## config.mk

```make
export PLATFORM = sky130hd
export DESIGN_NAME = multi_led_blink_controller_flat
export DESIGN_NICKNAME = d
export VERILOG_FILES = /design/src/design/mlb_pkg.sv /design/src/design/mlb_if.sv /design/src/design/mlb_regs.sv /design/src/design/mlb_ctrl.sv /design/src/design/mlb_dp.sv /design/src/design/multi_led_blink_controller.sv /design/src/flat_wrapper.sv
export SDC_FILE = /design/constraint.sdc
export NUM_CORES = 1
export LEC_CHECK = 0
export BUFFER_PORTS_ARGS = -buffer_cell sky130_fd_sc_hd__buf_2
export CORE_ASPECT_RATIO = 0.5
export CORE_UTILIZATION = 29
export DETAILED_ROUTE_END_ITERATION = 16
export PLACE_DENSITY = 0.57
export SLEW_MARGIN = 10
export SYNTH_ARGS = -nofsm -noshare
export SYNTH_HDL_FRONTEND = slang
export SYNTH_SLANG_ARGS = --single-unit
```

## constraint.sdc

```tcl
create_clock -name clk_i -period 9.2 [get_ports clk_i]
set_input_delay 0.92 -clock clk_i [delete_from_list [all_inputs] [get_ports clk_i]]
set_output_delay 0.92 -clock clk_i [all_outputs]
set_load 0.05 [all_outputs]
```

## src/design/mlb_pkg.sv

```systemverilog
// Package for the multi-LED blink controller: request codes, register map,
// mode codes and the command/status/config structs shared between the modules.
// No dependencies.
`default_nettype none

package mlb_pkg;

  localparam int NUM_LEDS_DEF = 8;
  localparam int GEN_NUM      = 3;
  localparam int TIME_W       = 8;
  localparam int LEVELS_W     = 8;
  localparam int IDX_W        = 3;
  localparam int MODE_W       = 2;
  localparam int APB_ADDR_W   = 5;
  localparam int APB_DATA_W   = 32;
  localparam int REG_IDX_W    = 3;

  typedef enum logic [1:0] {
    REQ_UPDATE = 2'd0,
    REQ_SET    = 2'd1,
    REQ_TOGGLE = 2'd2,
    REQ_MODE   = 2'd3
  } mlb_req_e;

  localparam logic [MODE_W-1:0] MODE_STEADY = 2'd0;
  localparam logic [MODE_W-1:0] MODE_GEN1   = 2'd1;
  localparam logic [MODE_W-1:0] MODE_GEN2   = 2'd2;
  localparam logic [MODE_W-1:0] MODE_GEN3   = 2'd3;

  localparam logic [REG_IDX_W-1:0] REG_ON_GEN1   = 3'd0;
  localparam logic [REG_IDX_W-1:0] REG_OFF_GEN1  = 3'd1;
  localparam logic [REG_IDX_W-1:0] REG_ON_GEN2   = 3'd2;
  localparam logic [REG_IDX_W-1:0] REG_OFF_GEN2  = 3'd3;
  localparam logic [REG_IDX_W-1:0] REG_ON_GEN3   = 3'd4;
  localparam logic [REG_IDX_W-1:0] REG_OFF_GEN3  = 3'd5;
  localparam logic [REG_IDX_W-1:0] REG_LEVEL_MSK = 3'd6;

  typedef struct packed {
    logic [GEN_NUM-1:0][TIME_W-1:0] on_time;
    logic [GEN_NUM-1:0][TIME_W-1:0] off_time;
    logic [LEVELS_W-1:0]            on_level_mask;
  } mlb_cfg_t;

  typedef struct packed {
    logic exec;      // apply the accepted request to the LED/generator state
    logic load_out;  // capture LED levels into the output register
  } mlb_cmd_t;

  typedef struct packed {
    logic is_update;
  } mlb_sts_t;

endpackage

`default_nettype wire

```

## src/design/mlb_if.sv

```systemverilog
// Handshake channels of the blink controller: request in, LED levels out.
// Depends on mlb_pkg.
`default_nettype none

interface mlb_req_if
  import mlb_pkg::*;
();
  logic                valid;
  logic                ready;
  mlb_req_e            req_type;
  logic [IDX_W-1:0]    led_index;
  logic                light_value;
  logic [MODE_W-1:0]   blink_mode;
  logic                invert_phase;
  logic [TIME_W-1:0]   current_time;

  modport source (output valid, req_type, led_index, light_value, blink_mode,
                  invert_phase, current_time, input ready);
  modport sink   (input valid, req_type, led_index, light_value, blink_mode,
                  invert_phase, current_time, output ready);
endinterface

interface mlb_res_if
  import mlb_pkg::*;
();
  logic                valid;
  logic                ready;
  logic [LEVELS_W-1:0] led_levels;

  modport source (output valid, led_levels, input ready);
  modport sink   (input valid, led_levels, output ready);
endinterface

`default_nettype wire

```

## src/design/mlb_regs.sv

```systemverilog
// APB register file: blink generator thresholds and the lit-level mask.
// Depends on mlb_pkg.
`default_nettype none

module mlb_regs
  import mlb_pkg::*;
(
  input  wire logic                  clk_i,
  input  wire logic                  rst_ni,
  input  wire logic                  psel,
  input  wire logic                  penable,
  input  wire logic                  pwrite,
  input  wire logic [APB_ADDR_W-1:0] paddr,
  input  wire logic [APB_DATA_W-1:0] pwdata,
  output      logic [APB_DATA_W-1:0] prdata,
  output      logic                  pready,
  output      mlb_cfg_t              cfg_o
);

  mlb_cfg_t                cfg_q, cfg_d;
  logic [REG_IDX_W-1:0]    reg_idx;
  logic [TIME_W-1:0]       wr_byte;
  logic                    wr_en;

  assign pready  = 1'b1;
  assign reg_idx = paddr[APB_ADDR_W-1:2];
  assign wr_byte = pwdata[TIME_W-1:0];
  assign wr_en   = psel && penable && pwrite;

  always_comb begin
    cfg_d = cfg_q;
    if (wr_en) begin
      unique case (reg_idx)
        REG_ON_GEN1:   cfg_d.on_time[0]    = wr_byte;
        REG_OFF_GEN1:  cfg_d.off_time[0]   = wr_byte;
        REG_ON_GEN2:   cfg_d.on_time[1]    = wr_byte;
        REG_OFF_GEN2:  cfg_d.off_time[1]   = wr_byte;
        REG_ON_GEN3:   cfg_d.on_time[2]    = wr_byte;
        REG_OFF_GEN3:  cfg_d.off_time[2]   = wr_byte;
        REG_LEVEL_MSK: cfg_d.on_level_mask = wr_byte;
        default:       cfg_d = cfg_q;
      endcase
    end
  end

  always_comb begin
    unique case (reg_idx)
      REG_ON_GEN1:   prdata = APB_DATA_W'(cfg_q.on_time[0]);
      REG_OFF_GEN1:  prdata = APB_DATA_W'(cfg_q.off_time[0]);
      REG_ON_GEN2:   prdata = APB_DATA_W'(cfg_q.on_time[1]);
      REG_OFF_GEN2:  prdata = APB_DATA_W'(cfg_q.off_time[1]);
      REG_ON_GEN3:   prdata = APB_DATA_W'(cfg_q.on_time[2]);
      REG_OFF_GEN3:  prdata = APB_DATA_W'(cfg_q.off_time[2]);
      REG_LEVEL_MSK: prdata = APB_DATA_W'(cfg_q.on_level_mask);
      default:       prdata = '0;
    endcase
  end

  always_ff @(posedge clk_i or negedge rst_ni) begin
    if (!rst_ni) begin
      cfg_q.on_time       <= '0;
      cfg_q.off_time      <= '0;
      cfg_q.on_level_mask <= '1;
    end else begin
      cfg_q <= cfg_d;
    end
  end

  assign cfg_o = cfg_q;

endmodule

`default_nettype wire

```

## src/design/mlb_ctrl.sv

```systemverilog
// Controller: request acceptance and the output register occupancy FSM.
// Depends on mlb_pkg; drives commands to mlb_dp.
`default_nettype none

module mlb_ctrl
  import mlb_pkg::*;
(
  input  wire logic     clk_i,
  input  wire logic     rst_ni,
  input  wire logic     req_valid_i,
  output      logic     req_ready_o,
  output      logic     res_valid_o,
  input  wire logic     res_ready_i,
  input  wire mlb_sts_t sts_i,
  output      mlb_cmd_t cmd_o
);

  localparam logic ST_EMPTY = 1'b0;
  localparam logic ST_FULL  = 1'b1;

  logic state_q, state_d;
  logic accept;

  // Take a new request whenever the output slot is free or drains this cycle.
  assign req_ready_o = (state_q == ST_EMPTY) || res_ready_i;
  assign accept      = req_valid_i && req_ready_o;
  assign res_valid_o = (state_q == ST_FULL);

  assign cmd_o.exec     = accept;
  assign cmd_o.load_out = accept && sts_i.is_update;

  always_comb begin
    state_d = state_q;
    unique case (state_q)
      ST_EMPTY: begin
        if (cmd_o.load_out) state_d = ST_FULL;
      end
      ST_FULL: begin
        if (cmd_o.load_out) state_d = ST_FULL;
        else if (res_ready_i) state_d = ST_EMPTY;
      end
      default: state_d = ST_EMPTY;
    endcase
  end

  always_ff @(posedge clk_i or negedge rst_ni) begin
    if (!rst_ni) begin
      state_q <= ST_EMPTY;
    end else begin
      state_q <= state_d;
    end
  end

endmodule

`default_nettype wire

```

## src/design/mlb_dp.sv

```systemverilog
// Datapath: three blink generators, per-LED level/mode/invert state and the
// LED level output register. Depends on mlb_pkg; commanded by mlb_ctrl.
`default_nettype none

module mlb_dp
  import mlb_pkg::*;
#(
  parameter int NUM_LEDS = NUM_LEDS_DEF
) (
  input  wire logic                clk_i,
  input  wire logic                rst_ni,
  input  wire mlb_cfg_t            cfg_i,
  input  wire mlb_req_e            req_type_i,
  input  wire logic [IDX_W-1:0]    led_index_i,
  input  wire logic                light_value_i,
  input  wire logic [MODE_W-1:0]   blink_mode_i,
  input  wire logic                invert_phase_i,
  input  wire logic [TIME_W-1:0]   current_time_i,
  input  wire mlb_cmd_t            cmd_i,
  output      mlb_sts_t            sts_o,
  output      logic [LEVELS_W-1:0] led_levels_o
);

  logic [GEN_NUM-1:0]             phase_q, phase_adv;
  logic [GEN_NUM-1:0][TIME_W-1:0] start_q;
  logic [GEN_NUM-1:0]             fire;

  logic [NUM_LEDS-1:0]             level_q, level_d;
  logic [NUM_LEDS-1:0][MODE_W-1:0] mode_q, mode_d;
  logic [NUM_LEDS-1:0]             invert_q, invert_d;

  logic [LEVELS_W-1:0] levels_next;
  logic [LEVELS_W-1:0] led_levels_q;
  logic                lit;
  logic                do_update;

  assign sts_o.is_update = (req_type_i == REQ_UPDATE);
  assign do_update       = cmd_i.exec && sts_o.is_update;
  assign lit             = cfg_i.on_level_mask[led_index_i];

  // Toggle a generator once the wrapped elapsed time passes its phase limit.
  always_comb begin
    for (int g = 0; g < GEN_NUM; g++) begin
      logic [TIME_W-1:0] elapsed;
      logic [TIME_W-1:0] limit;
      elapsed      = current_time_i - start_q[g];
      limit        = phase_q[g] ? cfg_i.on_time[g] : cfg_i.off_time[g];
      fire[g]      = (elapsed > limit);
      phase_adv[g] = phase_q[g] ^ fire[g];
    end
  end

  always_ff @(posedge clk_i or negedge rst_ni) begin
    if (!rst_ni) begin
      phase_q <= '0;
      start_q <= '0;
    end else if (do_update) begin
      phase_q <= phase_adv;
      for (int g = 0; g < GEN_NUM; g++) begin
        if (fire[g]) start_q[g] <= current_time_i;
      end
    end
  end

  // Per-LED writes; an index past the last LED matches nothing.
  always_comb begin
    level_d  = level_q;
    mode_d   = mode_q;
    invert_d = invert_q;
    for (int i = 0; i < NUM_LEDS; i++) begin
      if (cmd_i.exec && (int'(led_index_i) == i)) begin
        unique case (req_type_i)
          REQ_SET:    level_d[i] = light_value_i ^ ~lit;
          REQ_TOGGLE: level_d[i] = ~level_q[i];
          REQ_MODE: begin
            mode_d[i]   = blink_mode_i;
            invert_d[i] = invert_phase_i;
          end
          REQ_UPDATE: level_d[i] = level_q[i];
          default:    level_d[i] = level_q[i];
        endcase
      end
    end
  end

  always_ff @(posedge clk_i or negedge rst_ni) begin
    if (!rst_ni) begin
      level_q  <= '0;
      mode_q   <= '0;
      invert_q <= '0;
    end else begin
      level_q  <= level_d;
      mode_q   <= mode_d;
      invert_q <= invert_d;
    end
  end

  for (genvar gi = 0; gi < LEVELS_W; gi++) begin : g_out
    if (gi < NUM_LEDS) begin : g_led
      logic src;
      always_comb begin
        unique case (mode_q[gi])
          MODE_STEADY: src = 1'b1;
          MODE_GEN1:   src = phase_adv[0];
          MODE_GEN2:   src = phase_adv[1];
          MODE_GEN3:   src = phase_adv[2];
          default:     src = 1'b1;
        endcase
      end
      assign levels_next[gi] = (src ^ invert_q[gi]) & level_q[gi];
    end else begin : g_absent
      assign levels_next[gi] = 1'b0;
    end
  end

  always_ff @(posedge clk_i or negedge rst_ni) begin
    if (!rst_ni) begin
      led_levels_q <= '0;
    end else if (cmd_i.load_out) begin
      led_levels_q <= levels_next;
    end
  end

  assign led_levels_o = led_levels_q;

endmodule

`default_nettype wire

```

## src/design/multi_led_blink_controller.sv

```systemverilog
// Multi-LED blink controller: three blink generators and per-LED state,
// driven by requests, with LED pin levels returned on each update.
// Channels: req_i sink (valid/ready) takes one request per cycle; res_o
// source returns the 8-bit pin levels for every update request, nothing for
// set, toggle or mode requests. An APB port programs the on/off thresholds
// (byte addresses 0..20) and the lit-level mask (address 24); pready is tied
// high and writes land on the access cycle.
// Latency: an update's result is valid on res_o the cycle after the request
// is accepted. Throughput: one request per cycle, set by the single output
// register; a new request is taken in the same cycle the held result drains.
// Reset (rst_ni low, asynchronous): generators off with start time zero, all
// LEDs off in steady mode, thresholds zero, lit mask all ones.
// Stall: while res_o is held by the receiver, the result stays stable and
// req_i.ready drops, so no further request is taken until it drains.
// Depends on mlb_pkg, mlb_if, mlb_regs, mlb_ctrl and mlb_dp.
`default_nettype none

module multi_led_blink_controller
  import mlb_pkg::*;
#(
  parameter int NUM_LEDS = NUM_LEDS_DEF
) (
  input  wire logic                  clk_i,
  input  wire logic                  rst_ni,
  mlb_req_if.sink                    req_i,
  mlb_res_if.source                  res_o,
  input  wire logic                  psel,
  input  wire logic                  penable,
  input  wire logic                  pwrite,
  input  wire logic [APB_ADDR_W-1:0] paddr,
  input  wire logic [APB_DATA_W-1:0] pwdata,
  output      logic [APB_DATA_W-1:0] prdata,
  output      logic                  pready
);

  mlb_cfg_t cfg;
  mlb_cmd_t cmd;
  mlb_sts_t sts;

  mlb_regs u_regs (
    .clk_i   (clk_i),
    .rst_ni  (rst_ni),
    .psel    (psel),
    .penable (penable),
    .pwrite  (pwrite),
    .paddr   (paddr),
    .pwdata  (pwdata),
    .prdata  (prdata),
    .pready  (pready),
    .cfg_o   (cfg)
  );

  mlb_ctrl u_ctrl (
    .clk_i       (clk_i),
    .rst_ni      (rst_ni),
    .req_valid_i (req_i.valid),
    .req_ready_o (req_i.ready),
    .res_valid_o (res_o.valid),
    .res_ready_i (res_o.ready),
    .sts_i       (sts),
    .cmd_o       (cmd)
  );

  mlb_dp #(
    .NUM_LEDS (NUM_LEDS)
  ) u_dp (
    .clk_i          (clk_i),
    .rst_ni         (rst_ni),
    .cfg_i          (cfg),
    .req_type_i     (req_i.req_type),
    .led_index_i    (req_i.led_index),
    .light_value_i  (req_i.light_value),
    .blink_mode_i   (req_i.blink_mode),
    .invert_phase_i (req_i.invert_phase),
    .current_time_i (req_i.current_time),
    .cmd_i          (cmd),
    .sts_o          (sts),
    .led_levels_o   (res_o.led_levels)
  );

endmodule

`default_nettype wire

```

## src/flat_wrapper.sv

```systemverilog
// flat-port wrapper written by rule: the top's interface ports become plain ports
module multi_led_blink_controller_flat import mlb_pkg::*;
#(
  parameter int NUM_LEDS = NUM_LEDS_DEF
)
  (clk_i, rst_ni, psel, penable, pwrite, paddr, pwdata, prdata, pready, req_i_valid, req_i_req_type, req_i_led_index, req_i_light_value, req_i_blink_mode, req_i_invert_phase, req_i_current_time, req_i_ready, res_o_valid, res_o_led_levels, res_o_ready);
  mlb_req_if req_i_i ();
  mlb_res_if res_o_i ();
  input  wire logic clk_i;
  input  wire logic rst_ni;
  input  wire logic psel;
  input  wire logic penable;
  input  wire logic pwrite;
  input  wire logic [APB_ADDR_W-1:0] paddr;
  input  wire logic [APB_DATA_W-1:0] pwdata;
  output      logic [APB_DATA_W-1:0] prdata;
  output      logic pready;
  input wire logic [$bits(req_i_i.valid)-1:0] req_i_valid;
  input wire logic [$bits(req_i_i.req_type)-1:0] req_i_req_type;
  input wire logic [$bits(req_i_i.led_index)-1:0] req_i_led_index;
  input wire logic [$bits(req_i_i.light_value)-1:0] req_i_light_value;
  input wire logic [$bits(req_i_i.blink_mode)-1:0] req_i_blink_mode;
  input wire logic [$bits(req_i_i.invert_phase)-1:0] req_i_invert_phase;
  input wire logic [$bits(req_i_i.current_time)-1:0] req_i_current_time;
  output wire logic [$bits(req_i_i.ready)-1:0] req_i_ready;
  output wire logic [$bits(res_o_i.valid)-1:0] res_o_valid;
  output wire logic [$bits(res_o_i.led_levels)-1:0] res_o_led_levels;
  input wire logic [$bits(res_o_i.ready)-1:0] res_o_ready;
  assign req_i_i.valid = req_i_valid;
  assign req_i_i.req_type = req_i_req_type;
  assign req_i_i.led_index = req_i_led_index;
  assign req_i_i.light_value = req_i_light_value;
  assign req_i_i.blink_mode = req_i_blink_mode;
  assign req_i_i.invert_phase = req_i_invert_phase;
  assign req_i_i.current_time = req_i_current_time;
  assign req_i_ready = req_i_i.ready;
  assign res_o_valid = res_o_i.valid;
  assign res_o_led_levels = res_o_i.led_levels;
  assign res_o_i.ready = res_o_ready;
  multi_led_blink_controller #(.NUM_LEDS(NUM_LEDS)) u_core (.clk_i(clk_i), .rst_ni(rst_ni), .req_i(req_i_i), .res_o(res_o_i), .psel(psel), .penable(penable), .pwrite(pwrite), .paddr(paddr), .pwdata(pwdata), .prdata(prdata), .pready(pready));
endmodule
```

**After elaboration in Yosys (flattened, before gate mapping)**

Cells that the tools add are included.

- Register bits after elaboration: 124
- Bits of input ports: 61
- Output and inout bits: 43
- Word-level logic and storage cells: 191

- $add $sub $neg: 3
- Order comparisons: 4
- Equality and inequality tests: 40
- Mux-type cells: 26
- Bitwise operators: 30
- Reduce and logical (&&, ||, !) cells: 51

Operators by type and width:

| operator | number |
|---|---|
| 8-bit case mux with 7 select lines | 1 |
| 2-bit AND reduction | 26 |
| 2-bit == test, second input constant | 18 |
| 1-bit case mux with 4 select lines | 8 |
| 8-bit > comparator | 3 |
| 8-bit two-way mux | 3 |
| 8-bit subtractor | 3 |
| 3-bit == test, second input constant | 7 |
| 2-bit by 1-bit == test with 1-bit output, second input constant | 9 |
| 2-bit logical NOT | 9 |
| 1-bit case mux with 2 select lines | 9 |
| 3-bit by 2-bit == test with 1-bit output, second input constant | 4 |
| 1-bit logical AND | 12 |
| 1-bit bitwise XOR | 12 |
| 1-bit NOT | 10 |
| 1-bit bitwise AND | 8 |
| 3-bit by 1-bit == test with 1-bit output, second input constant | 2 |
| 3-bit logical NOT | 2 |
| 3-bit by 4-bit < comparator with 1-bit output, second input constant | 1 |
| 1-bit two-way mux | 4 |
| 1-bit binary-select mux with 3-bit select | 1 |
| 2-bit nonzero test | 1 |
| 1-bit logical OR | 1 |

**Longest topological paths before layout**

Gate-level depths: netlist of the first run.

- Word-level depth: 6
- Depth in mapped cells: 18
- Mapped depth without buffers: 17

**Cells and area by module**

Synthesis of the first run repeated with hierarchy kept, for this count alone.

- Cells, all modules: 710
- Area total of the unflattened synthesis: 7,857.5 um2

By module, submodules not included:

| module | times used | cells an instance | area each (um2) | sequential area each (um2) |
|---|---|---|---|---|
| mlb_dp | 1 | 477 | 4,832.1 | 1,676.6 |
| mlb_regs | 1 | 226 | 2,949.1 | 1,411.4 |
| mlb_ctrl | 1 | 7 | 76.3 | 25.0 |

**Worst setup path before layout of the first run**

Ideal clock, no wire load.

- Kind: input port to flip-flop
- From: in req_i_current_time[0]
- To: reg u_core.u_dp.led_levels_q[1], in the netlist u_core.u_dp.led_levels_o[1]
- Library setup time: 0.070 ns
- Data arrival time: 4.069 ns
- Data required time: 9.130 ns
- Path slack: 5.061 ns
- Stages on the path: 17
- Cell sequence: inv_1 > ha_1 > inv_1 > fa_1 > a21o_1 > a21oi_1 > o21bai_1 > a21oi_1 > xnor2_1 > ha_1 > nand4_1 > a211oi_1 > mux2_1 > or2_0 > buf_2 > a2111oi_2 > nand3b_1

- Word-level cells in the longest chain between the ends: 6
- Elaborated cells on any way between the ends: 12
- Classes of those cells: add/sub (3); order compare (3); mux (1); bitwise (5)

Ends and longest elaborated chain:

| what | RTL line | source |
|---|---|---|
| start, declared | flat_wrapper.sv:24 | `input wire logic [$bits(req_i_i.current_time)-1:0] req_i_current_time;` |
| 8-bit subtractor | mlb_dp.sv:46 | `elapsed = current_time_i - start_q[g];` |
| 8-bit > comparator | mlb_dp.sv:48 | `fire[g] = (elapsed > limit);` |
| 1-bit bitwise XOR | mlb_dp.sv:49 | `phase_adv[g] = phase_q[g] ^ fire[g];` |
| 1-bit case mux with 4 select lines (*) | mlb_dp.sv:102 | `unique case (mode_q[gi])` |
| 1-bit bitwise XOR (*) | mlb_dp.sv:110 | `assign levels_next[gi] = (src ^ invert_q[gi]) & level_q[gi];` |
| 1-bit bitwise AND (*) | mlb_dp.sv:110 |  |
| end signal, assigned | mlb_dp.sv:120 | `led_levels_q <= levels_next;` |
| end, declared | mlb_dp.sv:33 | `logic [LEVELS_W-1:0] led_levels_q;` |

Every way passes the cells marked *; elsewhere a longest branch is shown, timed or not.
A chain may end at the register's enable or synchronous reset.

**Final worst setup path of the first run**

- From: in req_i_current_time[0]
- To: reg u_core.u_dp.led_levels_q[2], in the netlist u_core.u_dp.led_levels_o[2]

The elaborated chain is that of the path after synthesis.

==> results of run 1 <==
==> final timing paths <==
check / end / slack [ns] / depth (start not counted)
min in group asynchronous: u_core.u_dp.led_levels_o[6] / 0.65 / 1
worst max-delay path: u_core.u_dp.led_levels_o[2] / 4.65 / 18
worst max register to register: u_core.u_dp.led_levels_o[2] / 5.00 / 17
max in group asynchronous: u_core.u_dp.start_q[3] / 7.29 / 2
worst min register to register: u_core.u_dp.start_q[16] / 0.49 / 2
worst min-delay path: u_core.u_dp.start_q[16] / 0.49 / 2
==> worst max-delay path, stage by stage <==
cell	delay, ns
sky130_fd_sc_hd__buf_2	0.11
sky130_fd_sc_hd__inv_1	0.12
sky130_fd_sc_hd__ha_1	0.22
sky130_fd_sc_hd__fa_1	0.22
sky130_fd_sc_hd__inv_1	0.05
sky130_fd_sc_hd__a21o_1	0.16
sky130_fd_sc_hd__a21oi_1	0.39
sky130_fd_sc_hd__o21bai_1	0.11
sky130_fd_sc_hd__a21oi_1	0.20
sky130_fd_sc_hd__xnor2_1	0.10
sky130_fd_sc_hd__ha_1	0.30
sky130_fd_sc_hd__nand2_1	0.05
sky130_fd_sc_hd__o21ai_0	0.50
sky130_fd_sc_hd__o21ai_1	0.35
sky130_fd_sc_hd__nand2_1	0.23
sky130_fd_sc_hd__xor2_1	0.27
sky130_fd_sc_hd__o221ai_1	0.20
sky130_fd_sc_hd__mux2_1	0.34
==> cell families (layout without fill, tap and decap cells) <==
group | after synthesis | in the layout | synth area share [%]
simple gates | 185 | 185 | 12.48
fa+ha+maj | 51 | 51 | 8.370
flops | 124 | 124 | 39.44
buf+inv | 80 | 117 | 5.326
mux | 145 | 145 | 20.85
compound gates | 122 | 122 | 10.56
other cells | 2 | 25 | 0.09515
xor+xnor | 26 | 26 | 2.885
==> sequential cells by signal, indices dropped and copies added (netlist names) <==
name	cells
u_core.u_dp.invert_q	8
u_core.u_dp.phase_q	3
u_core.u_regs.cfg_o	56
u_core.u_dp.led_levels_o	8
u_core.u_dp.level_q	8
u_core.u_dp.start_q	24
u_core.u_ctrl.res_valid_o	1
u_core.u_dp.mode_q	16
==> placed cells by master, fill, tap and decap left out, types with 3 or more instances in the layout <==
cell type,synthesis,final
sky130_fd_sc_hd__dfrtp_1,116,116
sky130_fd_sc_hd__mux2_2,101,101
sky130_fd_sc_hd__nand2_1,56,56
sky130_fd_sc_hd__buf_2,9,51
sky130_fd_sc_hd__ha_1,48,48
sky130_fd_sc_hd__o21ai_0,37,37
sky130_fd_sc_hd__mux2i_1,35,35
sky130_fd_sc_hd__nor2_1,32,32
sky130_fd_sc_hd__inv_1,31,31
sky130_fd_sc_hd__a21oi_1,28,28
sky130_fd_sc_hd__nor2b_1,25,25
sky130_fd_sc_hd__conb_1,2,25
sky130_fd_sc_hd__clkbuf_16,0,17
sky130_fd_sc_hd__nand4_1,16,16
sky130_fd_sc_hd__xnor2_1,15,15
sky130_fd_sc_hd__xor2_1,11,11
sky130_fd_sc_hd__nand3_1,11,11
sky130_fd_sc_hd__a21o_1,9,9
sky130_fd_sc_hd__nand3b_1,8,8
sky130_fd_sc_hd__nand2b_1,8,8
sky130_fd_sc_hd__dfstp_2,8,8
sky130_fd_sc_hd__a2111oi_2,6,6
sky130_fd_sc_hd__and3_1,6,6
sky130_fd_sc_hd__mux4_2,5,5
sky130_fd_sc_hd__o2111ai_1,5,5
sky130_fd_sc_hd__a32oi_1,5,5
sky130_fd_sc_hd__a31oi_1,5,5
sky130_fd_sc_hd__o221ai_1,5,5
sky130_fd_sc_hd__inv_6,0,5
sky130_fd_sc_hd__nor3_1,4,4
sky130_fd_sc_hd__mux2_1,4,4
sky130_fd_sc_hd__clkinv_4,0,4
sky130_fd_sc_hd__a211oi_1,3,3
sky130_fd_sc_hd__or2b_1,3,3
sky130_fd_sc_hd__fa_1,3,3
sky130_fd_sc_hd__buf_4,26,3
==> report_power, final <==
part | switching [W] | leakage [nW] | internal (W) | total [W]
combinational | 0.000844 | 2.23 | 0.000591 | 0.00143
sequential | 0.000153 | 1.55 | 0.000709 | 0.000862
clock | 0.000272 | 0.278 | 0.000383 | 0.000655
==> per-stage QoR <==
| step | instance area [um2] | total power [W] |
|---|---|---|
| after floorplan | 7979 | 0.001935 |
| after global placement | 8393 | 0.002243 |
| after detailed placement | 8393 | 0.002296 |
| after CTS | 8966 | 0.002971 |
| after global routing | 8966 | 0.003186 |
| final | 8966 | 0.002952 |
==> per-layer routing <==
| layer | global-route usage [%] | wire [um] | vias to the layer above |
|---|---|---|---|
| met5 | 0 | 0 | - |
| met4 | 4.739 | 335 | 0 |
| met3 | 2.383 | 551 | 24 |
| met2 | 24.30 | 9321 | 102 |
| met1 | 18.96 | 9226 | 2829 |
| li1 | - | - | 2721 |
==> cell type report <==
cell class              instances  area [um2]  share of cell area [%]
multi-input cells             554        4446                   49.58
flip-flops and latches        124        3113                   34.72
well taps                     352       440.4                   4.912
clock buffers                  18       439.2                   4.898
repair buffers                 54       277.8                   3.098
clock inverters                14       133.9                   1.493
inverters                      31       116.4                   1.298
==> results.txt, run 1 <==
----------------------------------------------------
[Floorplanning]
  Horizontal die dimension ... 235.3 um
  Overall die height ... 118.7 um
  Boundary pin count ... 104
  Cell Rows ... 42
  Initial Util ... 29.68%
  Die area ... 0.02792 mm2
  Placeable core area ... 0.02659 mm2

[STA]
  Count of final hold-check violations ... 0
  Hold slack final ... 0.4872 ns
  Final min period ... 4.547 ns
  Final number of setup-violating endpoints ... 0
  Worst slew margin relative to its limit ... 21.59%
  Min setup slack post-route ... 4.653 ns
  Worst slew pin tran ... 1.166 ns
  Pins over their slew limit ... 0
  Maximum clock frequency ... 219.9 MHz
  Setup Total Neg Slack ... 0 ns
  Ratio of final minimum period to clock period ... 49.43%
  Clk_skew ... 0.008038 ns
  RSZ-0062 raised after global routing ... no

[Yosys]
  Number of enable flip-flop cells after synthesis ... 0
  Mean instance size in the synthesized netlist ... 10.74 um2
  Unique cell type count in the Yosys netlist ... 64
  Flip-flop cell with the highest count after synthesis ... sky130_fd_sc_hd__dfrtp_1
  Area share of the largest cell type after synthesis ... 36.78%
  Proportion of synthesized flip-flops having asynchronous set or reset ... 100.0%
  Synth top area cells ... sky130_fd_sc_hd__dfrtp_1 37%, sky130_fd_sc_hd__mux2_2 14%, sky130_fd_sc_hd__ha_1 7.6%
  Area leader, netlist ... sky130_fd_sc_hd__dfrtp_1
  Flops & latches, synth ... 124
  Sequential-to-total area share from yosys stat ... 39.44%
  Most repeated cell in the gate-level netlist after synthesis ... sky130_fd_sc_hd__dfrtp_1
  Number of warnings printed during yosys synthesis ... 0
  Netlist Area Pre-Place ... 0.007893 mm2
  Commonest cells in the netlist ... 116 x sky130_fd_sc_hd__dfrtp_1, 101 x sky130_fd_sc_hd__mux2_2, 56 x sky130_fd_sc_hd__nand2_1
  Post-Syn Instances ... 735

[Layout]
  Synthesis-to-layout area growth ... 13.60%
  Layout cells sized above 1 ... 27.67%
  Final std cells w/o fill ... 1147
  Count of nets after finishing ... 894
  N_diodes ... 0
  Utilization of the core after routing ... 33.72%
  Fillers ... 2653

[Place]
  Hpwl dp ... 13900 um
  Worst slack, placed ... 4.282 ns
  GPL Wtd Cong ... 0.7933
  Placed insts ... 1115
  Count of input and output buffers ... 52

[GRT]
  Antenna violations before repair ... 0
  Pin count of the biggest net entering global routing ... 77
  Total Routing Usage GR ... 14.47%
  Vias in the first global route ... 5710
  Gr ovfl total ... 0
  First-pass GRT wire length ... 31160 um

[Routing]
  Routed wire per std cell ... 16.94 um
  Final routed DRC violation total ... 0
  Drt via density ... 4.949
  Number of detailed-routing iterations run before antenna repair ... 5
  Total wire length after detailed routing ... 19440 um
  Drt initial violations ... 311
  ANT nets after route ... 0
  Detailed-route via count ... 5676

[Power and ir drop]
  Power density cells ... 329.2 mW/mm2
  Static Leakage ... 4.050 nW
  Worst supply voltage drop on vdd ... 0.1405 mV

[Clocking]
  Clock-pin slew reported for the worst setup and hold paths after clock tree synthesis ... 0.06 ns
  Clock sink count ... 124
  Clock Latency Late Sink ... 0.42 ns
  Post-CTS Resized ... 0
  Clock root buffer ... sky130_fd_sc_hd__clkbuf_16
  TritonCTS clock tree ... done
  CTS Buffer Depth ... 2
  Number of buffers inserted by hold repair at cts ... 0
  CTS Buf Count ... 17
  H-tree depth ... 4
  Setup Fix Bufs, Post-CTS ... 0

[Hold path]
  Worst Hold Class ... register to register
  Startpoint of the lowest-slack hold path ... u_core.u_dp.start_q[16]

[Setup path]
  Startpoint kind of the worst setup timing path ... input pin
  Crit Path Class ... input pin to register
  Crit. Startpoint ... req_i_current_time[0]
  Critical path fanouts, max ... 6
  Arrival time reported for the critical path endpoint ... 4.85 ns
  Crit path capture type ... register
  Launch instance of the worst register-to-register path ... u_core.u_dp.start_q[17]
  CP required ... 9.51 ns

[Run status]
  Outcome ... complete, no violations

[Job]
  Maximum Capacitance Violations ... 0

----------------------------------------------------
(Power assumes the default switching activity.)
==> inputs of run 2 (changes only) <==
Clock period 9.2 ns to 4.3 ns, I/O delays scaled along.
==> run 2 against run 1 <==
Critical path depth down 1. Power up 120%. Cell area up 0.84%. Largest power group unchanged. Sequential share of layout area down 0.29 points. Highest routed layer unchanged.
==> results.txt, run 2 (synthesized netlist as in run 1, its figures left out) <==
----------------------------------------------------
[Place]
  GPL Wtd Cong ... 0.8153 (was 0.7933)
  Placed insts ... 1128 (was 1115)
  Count of input and output buffers ... 52 (unchanged)
  Hpwl dp ... 14380 um (was 13900 um)

[Setup path]
  Arrival time reported for the critical path endpoint ... 4.18 ns (was 4.85 ns)
  Crit path capture type ... register (unchanged)
  CP required ... 4.59 ns (was 9.51 ns)
  Launch instance of the worst register-to-register path ... u_core.u_dp.start_q[9] (was u_core.u_dp.start_q[17])
  Crit Path Class ... register to register (was input pin to register)
  Maximum cell stage delay along the critical path ... 0.39 ns (was 0.50 ns)
  Worst reg2reg endpoint ... u_core.u_dp.led_levels_o[2] (unchanged)
  Flop2flop setup slack ... 0.41 ns (was 5.00 ns)
  Slowest cell on the critical path ... sky130_fd_sc_hd__dfrtp_1 (was sky130_fd_sc_hd__o21ai_0)
  Sequence of cells on the critical path ... inv_1, ha_1, nor2b_1, o21ai_0, nand2b_1, a21o_1, a21oi_1, o21ai_0, xnor2_1, ha_1, and4_4, or3b_1, a21o_1, and3_4, nand3b_1, o221ai_1, mux2_1 (was buf_2, inv_1, ha_1, fa_1, inv_1, a21o_1, a21oi_1, o21bai_1, a21oi_1, xnor2_1, ha_1, nand2_1, o21ai_0, o21ai_1, nand2_1, xor2_1, o221ai_1, mux2_1)
  Critical path fanouts, max ... 6 (unchanged)
  Startpoint kind of the worst setup timing path ... register (was input pin)
  Worst-case reg-to-reg path depth ... 17 (unchanged)

[Power and ir drop]
  Switching power ... 0.002710 W (was 0.001269 W)
  Flop pwr share ... 28.6% (was 29.2%)
  Static Leakage ... 4.088 nW (was 4.050 nW)
  Clock Power Share ... 20.0% (was 22.2%)
  Power density cells ... 708.4 mW/mm2 (was 329.2 mW/mm2)
  Proportion of total power due to net switching ... 42.32% (was 42.99%)
  Comb pwr share ... 51.4% (was 48.6%)
  Internal power consumption ... 0.003694 W (was 0.001683 W)
  Post-route total power ... 0.006405 W (was 0.002952 W)
  Worst supply voltage drop on vdd ... 0.3089 mV (was 0.1405 mV)

[Clocking]
  Setup Fix Bufs, Post-CTS ... 0 (unchanged)
  Clock-pin slew reported for the worst setup and hold paths after clock tree synthesis ... 0.06 ns (about the same)
  H-tree depth ... 4 (unchanged)
  Clock Latency Late Sink ... 0.41 ns (was 0.42 ns)
  CTS Buf Count ... 17 (unchanged)
  CTS Buffer Depth ... 2 (unchanged)
  Clock sink count ... 124 (unchanged)
  Clock root buffer ... sky130_fd_sc_hd__clkbuf_16 (unchanged)
  TritonCTS clock tree ... done (unchanged)

[Routing]
  Number of detailed-routing iterations run before antenna repair ... 5 (unchanged)
  ANT nets after route ... 0 (unchanged)
  Drt via density ... 4.997 (was 4.949)
  Total wire length after detailed routing ... 19560 um (was 19440 um)
  Final routed DRC violation total ... 0 (unchanged)
  Drt initial violations ... 304 (was 311)
  Detailed-route via count ... 5791 (was 5676)
  Routed wire per std cell ... 16.88 um (was 16.94 um)

[Layout]
  Max FFs per register ... 56 (unchanged)
  N_diodes ... 0 (unchanged)
  Synthesis-to-layout area growth ... 14.55% (was 13.60%)
  Leading cell type in the layout, fill and taps excluded ... sky130_fd_sc_hd__dfrtp_1 (unchanged)
  Count of nets after finishing ... 907 (was 894)
  Highest-count cells in the layout ignoring fill and taps ... 116 x sky130_fd_sc_hd__dfrtp_1, 101 x sky130_fd_sc_hd__mux2_2, 56 x sky130_fd_sc_hd__nand2_1, 51 x sky130_fd_sc_hd__buf_2, 48 x sky130_fd_sc_hd__ha_1 (unchanged)
  Layout cells sized above 1 ... 28.62% (was 27.67%)
  Final std cells w/o fill ... 1159 (was 1147)

[Floorplanning]
  Horizontal die dimension ... 235.3 um (unchanged)
  Cell Rows ... 42 (unchanged)
  Overall die height ... 118.7 um (unchanged)
  Boundary pin count ... 104 (unchanged)
  Initial Util ... 29.68% (unchanged)
  Die area ... 0.02792 mm2 (unchanged)
  Placeable core area ... 0.02659 mm2 (unchanged)

[STA]
  Final number of setup-violating endpoints ... 0 (unchanged)
  Worst slew margin relative to its limit ... 15.14% (was 21.59%)
  Worst slew pin tran ... 1.262 ns (was 1.166 ns)
  RSZ-0062 raised after global routing ... no (unchanged)
  Clk_skew ... 0.01046 ns (was 0.008038 ns)
  Setup Total Neg Slack ... 0 ns (unchanged)
  Count of final hold-check violations ... 0 (unchanged)
  Pins over their slew limit ... 0 (unchanged)
  Ratio of final minimum period to clock period ... 90.43%
  Maximum clock frequency ... 257.2 MHz
  Final min period ... 3.888 ns

[GRT]
  Vias in the first global route ... 5714 (was 5710)
  Total Routing Usage GR ... 14.23% (was 14.47%)
  Antenna violations before repair ... 0 (unchanged)
  Gr ovfl total ... 0 (unchanged)
  First-pass GRT wire length ... 31080 um (was 31160 um)
  Pin count of the biggest net entering global routing ... 68 (was 77)

[Run status]
  Outcome ... complete, no violations (unchanged)

[Hold path]
  Worst Hold Class ... input pin to async pin (was register to register)

[Job]
  Maximum Capacitance Violations ... 0 (unchanged)

----------------------------------------------------
==> run 2: layer usage <==
layer	global-route usage, %	wire [um]	up-vias
met5	0	0	-
met2	24.48	9627	102
met4	3.922	279	0
met1	18.48	9110	2928
met3	2.336	543	17
li1	-	-	2744
==> run 2: power by group through the flow <==
stage          clock, W  combinational, W  sequential, W
2_1_floorplan         0           0.00232        0.00182
3_3_place_gp          0           0.00316        0.00183
3_5_place_dp          0           0.00327        0.00185
4_1_cts         0.00131           0.00330        0.00183
5_1_grt         0.00137           0.00364        0.00187
6_report        0.00128           0.00329        0.00183
==> run 2: final cells by class <==
class / instances / area, um2
multi-input cells: 554 / 4453
repair buffers: 67 / 387.9
inverters: 31 / 116.4
well taps: 352 / 440.4
flip-flops and latches: 124 / 3113
fillers: 2649 / 17550
clock inverters: 10 / 70.07
clock buffers: 21 / 460.4
==> run 2: critical path: cells and delay by family (launching register included) <==
family | cells | cell delay [ns]
compound gates | 6 | 1.11
xor+xnor | 1 | 0.17
fa+ha+maj | 2 | 0.53
buf+inv | 1 | 0.08
flops | 1 | 0.39
mux | 1 | 0.34
simple gates | 6 | 1.16
==> run 2: what timing repair did <==
item                       4_1_cts  5_1_grt
hold buffers                     0        0
gates resized for setup          0        1
setup endpoints to repair        0        3
==> run 2: metrics by stage <==
step           setup slack, ns  util (%)  hold slack (ns)  area (um2)
5_1_grt                0.04268     34.00           0.2059        9041
3_3_place_gp            0.1656     31.98           0.4777        8503
3_5_place_dp           0.06390     31.98           0.4805        8503
4_1_cts                 0.3455     33.97           0.1613        9034
2_1_floorplan           0.6512         -           0.1344        7979
6_report                0.4115     34.00           0.1460        9041
==> run 2: worst max-delay path by stage <==
stage                            start                          end  slack [ns]  cells past startpoint
2_1_floorplan    req_i_current_time[0]  u_core.u_dp.led_levels_o[1]        0.65                     17
3_3_place_gp     req_i_current_time[0]  u_core.u_dp.led_levels_o[2]        0.17                     19
3_5_place_dp     req_i_current_time[0]  u_core.u_dp.led_levels_o[6]        0.06                     19
4_1_cts        u_core.u_dp.start_q[17]  u_core.u_dp.led_levels_o[2]        0.35                     17
5_1_grt        u_core.u_dp.start_q[17]  u_core.u_dp.led_levels_o[2]        0.04                     17
6_report        u_core.u_dp.start_q[9]  u_core.u_dp.led_levels_o[2]        0.41                     17
==> inputs of run 3 (changes only) <==
Settings changed: CORE_ASPECT_RATIO 0.5 to not set.
==> run 3 against run 2 <==
Power rose by 0.71%. Global-route usage rose by 0.37 points. Register-to-register slack hardly changed. Critical path type unchanged. Critical endpoint is now u_core.u_dp.led_levels_o[6].
==> results.txt, run 3 (synthesized netlist as in run 1, its figures left out) <==
----------------------------------------------------
[Place]
  GPL Wtd Cong ... 0.7953 (was 0.8153)
  Count of input and output buffers ... 52 (unchanged)
  Placed insts ... 1113 (was 1128)
  Hpwl dp ... 14230 um (was 14380 um)
  Dpl cell area ... 0.008447 mm2 (was 0.008503 mm2)

[Clocking]
  H-tree depth ... 4 (unchanged)
  TritonCTS clock tree ... done (unchanged)
  CTS Buf Count ... 17 (unchanged)
  Clock Latency Late Sink ... 0.42 ns (was 0.41 ns)
  CTS Buffer Depth ... 2 (unchanged)
  Clock sink count ... 124 (unchanged)
  Clock root buffer ... sky130_fd_sc_hd__clkbuf_16 (unchanged)
  Number of buffers inserted by hold repair at cts ... 0 (unchanged)
  Setup Fix Bufs, Post-CTS ... 0 (unchanged)
  Post-CTS Resized ... 0 (unchanged)
  Clock-pin slew reported for the worst setup and hold paths after clock tree synthesis ... 0.06 ns (about the same)

[Floorplanning]
  Horizontal die dimension ... 167.0 um (was 235.3 um)
  Die area ... 0.02788 mm2 (was 0.02792 mm2)
  Overall die height ... 167.0 um (was 118.7 um)
  Initial Util ... 29.45% (was 29.68%)
  Boundary pin count ... 104 (unchanged)
  Cell Rows ... 60 (was 42)
  Placeable core area ... 0.02680 mm2 (was 0.02659 mm2)

[Job]
  Maximum Capacitance Violations ... 0 (unchanged)

[Layout]
  Max FFs per register ... 56 (unchanged)
  Layout cells sized above 1 ... 28.36% (was 28.62%)
  Fillers ... 2710 (was 2649)
  Post-route standard cell area excluding fillers ... 0.009069 mm2 (was 0.009041 mm2)
  Synthesis-to-layout area growth ... 14.90% (was 14.55%)
  Count of nets after finishing ... 903 (was 907)
  Highest-count cells in the layout ignoring fill and taps ... 116 x sky130_fd_sc_hd__dfrtp_1, 101 x sky130_fd_sc_hd__mux2_2, 56 x sky130_fd_sc_hd__nand2_1, 51 x sky130_fd_sc_hd__buf_2, 48 x sky130_fd_sc_hd__ha_1 (unchanged)
  N_diodes ... 0 (unchanged)
  Leading cell type in the layout, fill and taps excluded ... sky130_fd_sc_hd__dfrtp_1 (unchanged)
  Final std cells w/o fill ... 1145 (was 1159)

[GRT]
  Vias in the first global route ... 5739 (was 5714)
  First-pass GRT wire length ... 31390 um (was 31080 um)
  Pin count of the biggest net entering global routing ... 60 (was 68)
  Gr ovfl total ... 0 (unchanged)
  Total Routing Usage GR ... 14.60% (was 14.23%)
  Antenna violations before repair ... 0 (unchanged)

[Power and ir drop]
  Switching power ... 0.002635 W (was 0.002710 W)
  Flop pwr share ... 28.4% (was 28.6%)
  Proportion of total power due to net switching ... 40.85% (was 42.32%)
  Comb pwr share ... 48.2% (was 51.4%)
  Static Leakage ... 4.116 nW (was 4.088 nW)
  Power density cells ... 711.3 mW/mm2 (was 708.4 mW/mm2)
  Internal power consumption ... 0.003815 W (was 0.003694 W)
  Worst supply voltage drop on vdd ... 0.4779 mV (was 0.3089 mV)
  Clock Power Share ... 23.5% (was 20.0%)

[STA]
  Final number of setup-violating endpoints ... 0 (unchanged)
  Maximum clock frequency ... 256.6 MHz (was 257.2 MHz)
  Final min period ... 3.897 ns (was 3.888 ns)
  Worst slew margin relative to its limit ... 23.02% (was 15.14%)
  Ratio of final minimum period to clock period ... 90.62% (was 90.43%)
  RSZ-0062 raised after global routing ... no (unchanged)
  Setup Total Neg Slack ... 0 ns (unchanged)
  Worst slew pin tran ... 1.145 ns (was 1.262 ns)
  Count of final hold-check violations ... 0 (unchanged)
  Pins over their slew limit ... 0 (unchanged)
  Hold slack final ... 0.07915 ns (was 0.1460 ns)
  Clk_skew ... 0.01041 ns (was 0.01046 ns)

[Setup path]
  CP required ... 4.60 ns (was 4.59 ns)
  Crit path capture type ... register (unchanged)
  Arrival time reported for the critical path endpoint ... 4.20 ns (was 4.18 ns)
  Startpoint kind of the worst setup timing path ... register (unchanged)
  Crit Path Class ... register to register (unchanged)
  Critical path fanouts, max ... 6 (unchanged)

[Routing]
  Detailed-route via count ... 5682 (was 5791)
  Final routed DRC violation total ... 0 (unchanged)
  Total wire length after detailed routing ... 19320 um (was 19560 um)
  Drt via density ... 4.962 (was 4.997)
  ANT nets after route ... 0 (unchanged)
  Number of detailed-routing iterations run before antenna repair ... 4 (was 5)
  Drt initial violations ... 228 (was 304)
  Routed wire per std cell ... 16.87 um (was 16.88 um)

[Run status]
  Outcome ... complete, no violations (unchanged)

[Hold path]
  Worst Hold Class ... input pin to async pin (unchanged)

----------------------------------------------------
## run 3: worst paths after layout
kind / startpoint / end / slack [ns] / depth (start not counted)
max in group asynchronous: rst_ni / u_core.u_regs.cfg_o[5] / 3.22 / 2
worst max-delay path: u_core.u_dp.start_q[9] / u_core.u_dp.led_levels_o[6] / 0.40 / 17
worst min register to register: u_core.u_dp.start_q[20] / u_core.u_dp.start_q[20] / 0.51 / 1
min in group clk_i: req_i_current_time[0] / u_core.u_dp.start_q[8] / 0.27 / 2
worst max register to register: u_core.u_dp.start_q[9] / u_core.u_dp.led_levels_o[6] / 0.40 / 17
worst min-delay path: rst_ni / u_core.u_dp.level_q[1] / 0.08 / 1
## run 3: routing by layer
metal / track usage [%] / part of all wire (%)
met1: 19.33 / 47
met2: 24.27 / 48
met3: 2.376 / 3.3
met4: 4.589 / 1.5
met5: 0 / 0
## run 3: power groups by stage
stage	clock network (W)	logic, W	registers, W
2_1_floorplan	0	0.00232	0.00182
3_3_place_gp	0	0.00307	0.00184
3_5_place_dp	0	0.00312	0.00185
4_1_cts	0.00154	0.00314	0.00183
5_1_grt	0.00160	0.00350	0.00188
6_report	0.00151	0.00311	0.00183
## run 3: area by class of cell
class	count	area [um2]	area share, %
clock buffer	22	484.2	5.339
clock inverter	10	137.6	1.518
inverter	31	116.4	1.283
multi-input combinational	554	4446	49.02
sequential	124	3113	34.33
tap	341	426.7	4.705
timing repair buffer	63	345.3	3.808
## run 3: worst max-delay path, cell delays in order, from the launching register on
cell and delay [ns]:
sky130_fd_sc_hd__dfrtp_1 0.39, sky130_fd_sc_hd__inv_1 0.08, sky130_fd_sc_hd__ha_1 0.22, sky130_fd_sc_hd__nor2b_1 0.12, sky130_fd_sc_hd__o21ai_0 0.15, sky130_fd_sc_hd__nand2b_1 0.11, sky130_fd_sc_hd__a21o_1 0.19, sky130_fd_sc_hd__a21oi_1 0.21
sky130_fd_sc_hd__o21ai_0 0.14, sky130_fd_sc_hd__xnor2_1 0.17, sky130_fd_sc_hd__ha_1 0.31, sky130_fd_sc_hd__and4_4 0.26, sky130_fd_sc_hd__a21oi_1 0.08, sky130_fd_sc_hd__a211oi_2 0.51, sky130_fd_sc_hd__and3_4 0.29, sky130_fd_sc_hd__nand3b_1 0.08
sky130_fd_sc_hd__o221ai_1 0.11, sky130_fd_sc_hd__mux2_1 0.37
## run 3: metrics by stage
stage                     power (W)  utilization [%]  setup slack (ns)
after floorplan            0.004141                -            0.6512
after global placement     0.004908            31.52            0.1562
after detailed placement   0.004969            31.52            0.1280
after CTS                  0.006516            33.84            0.3856
after global routing       0.006976            33.84           0.08062
final                      0.006450            33.84            0.4034
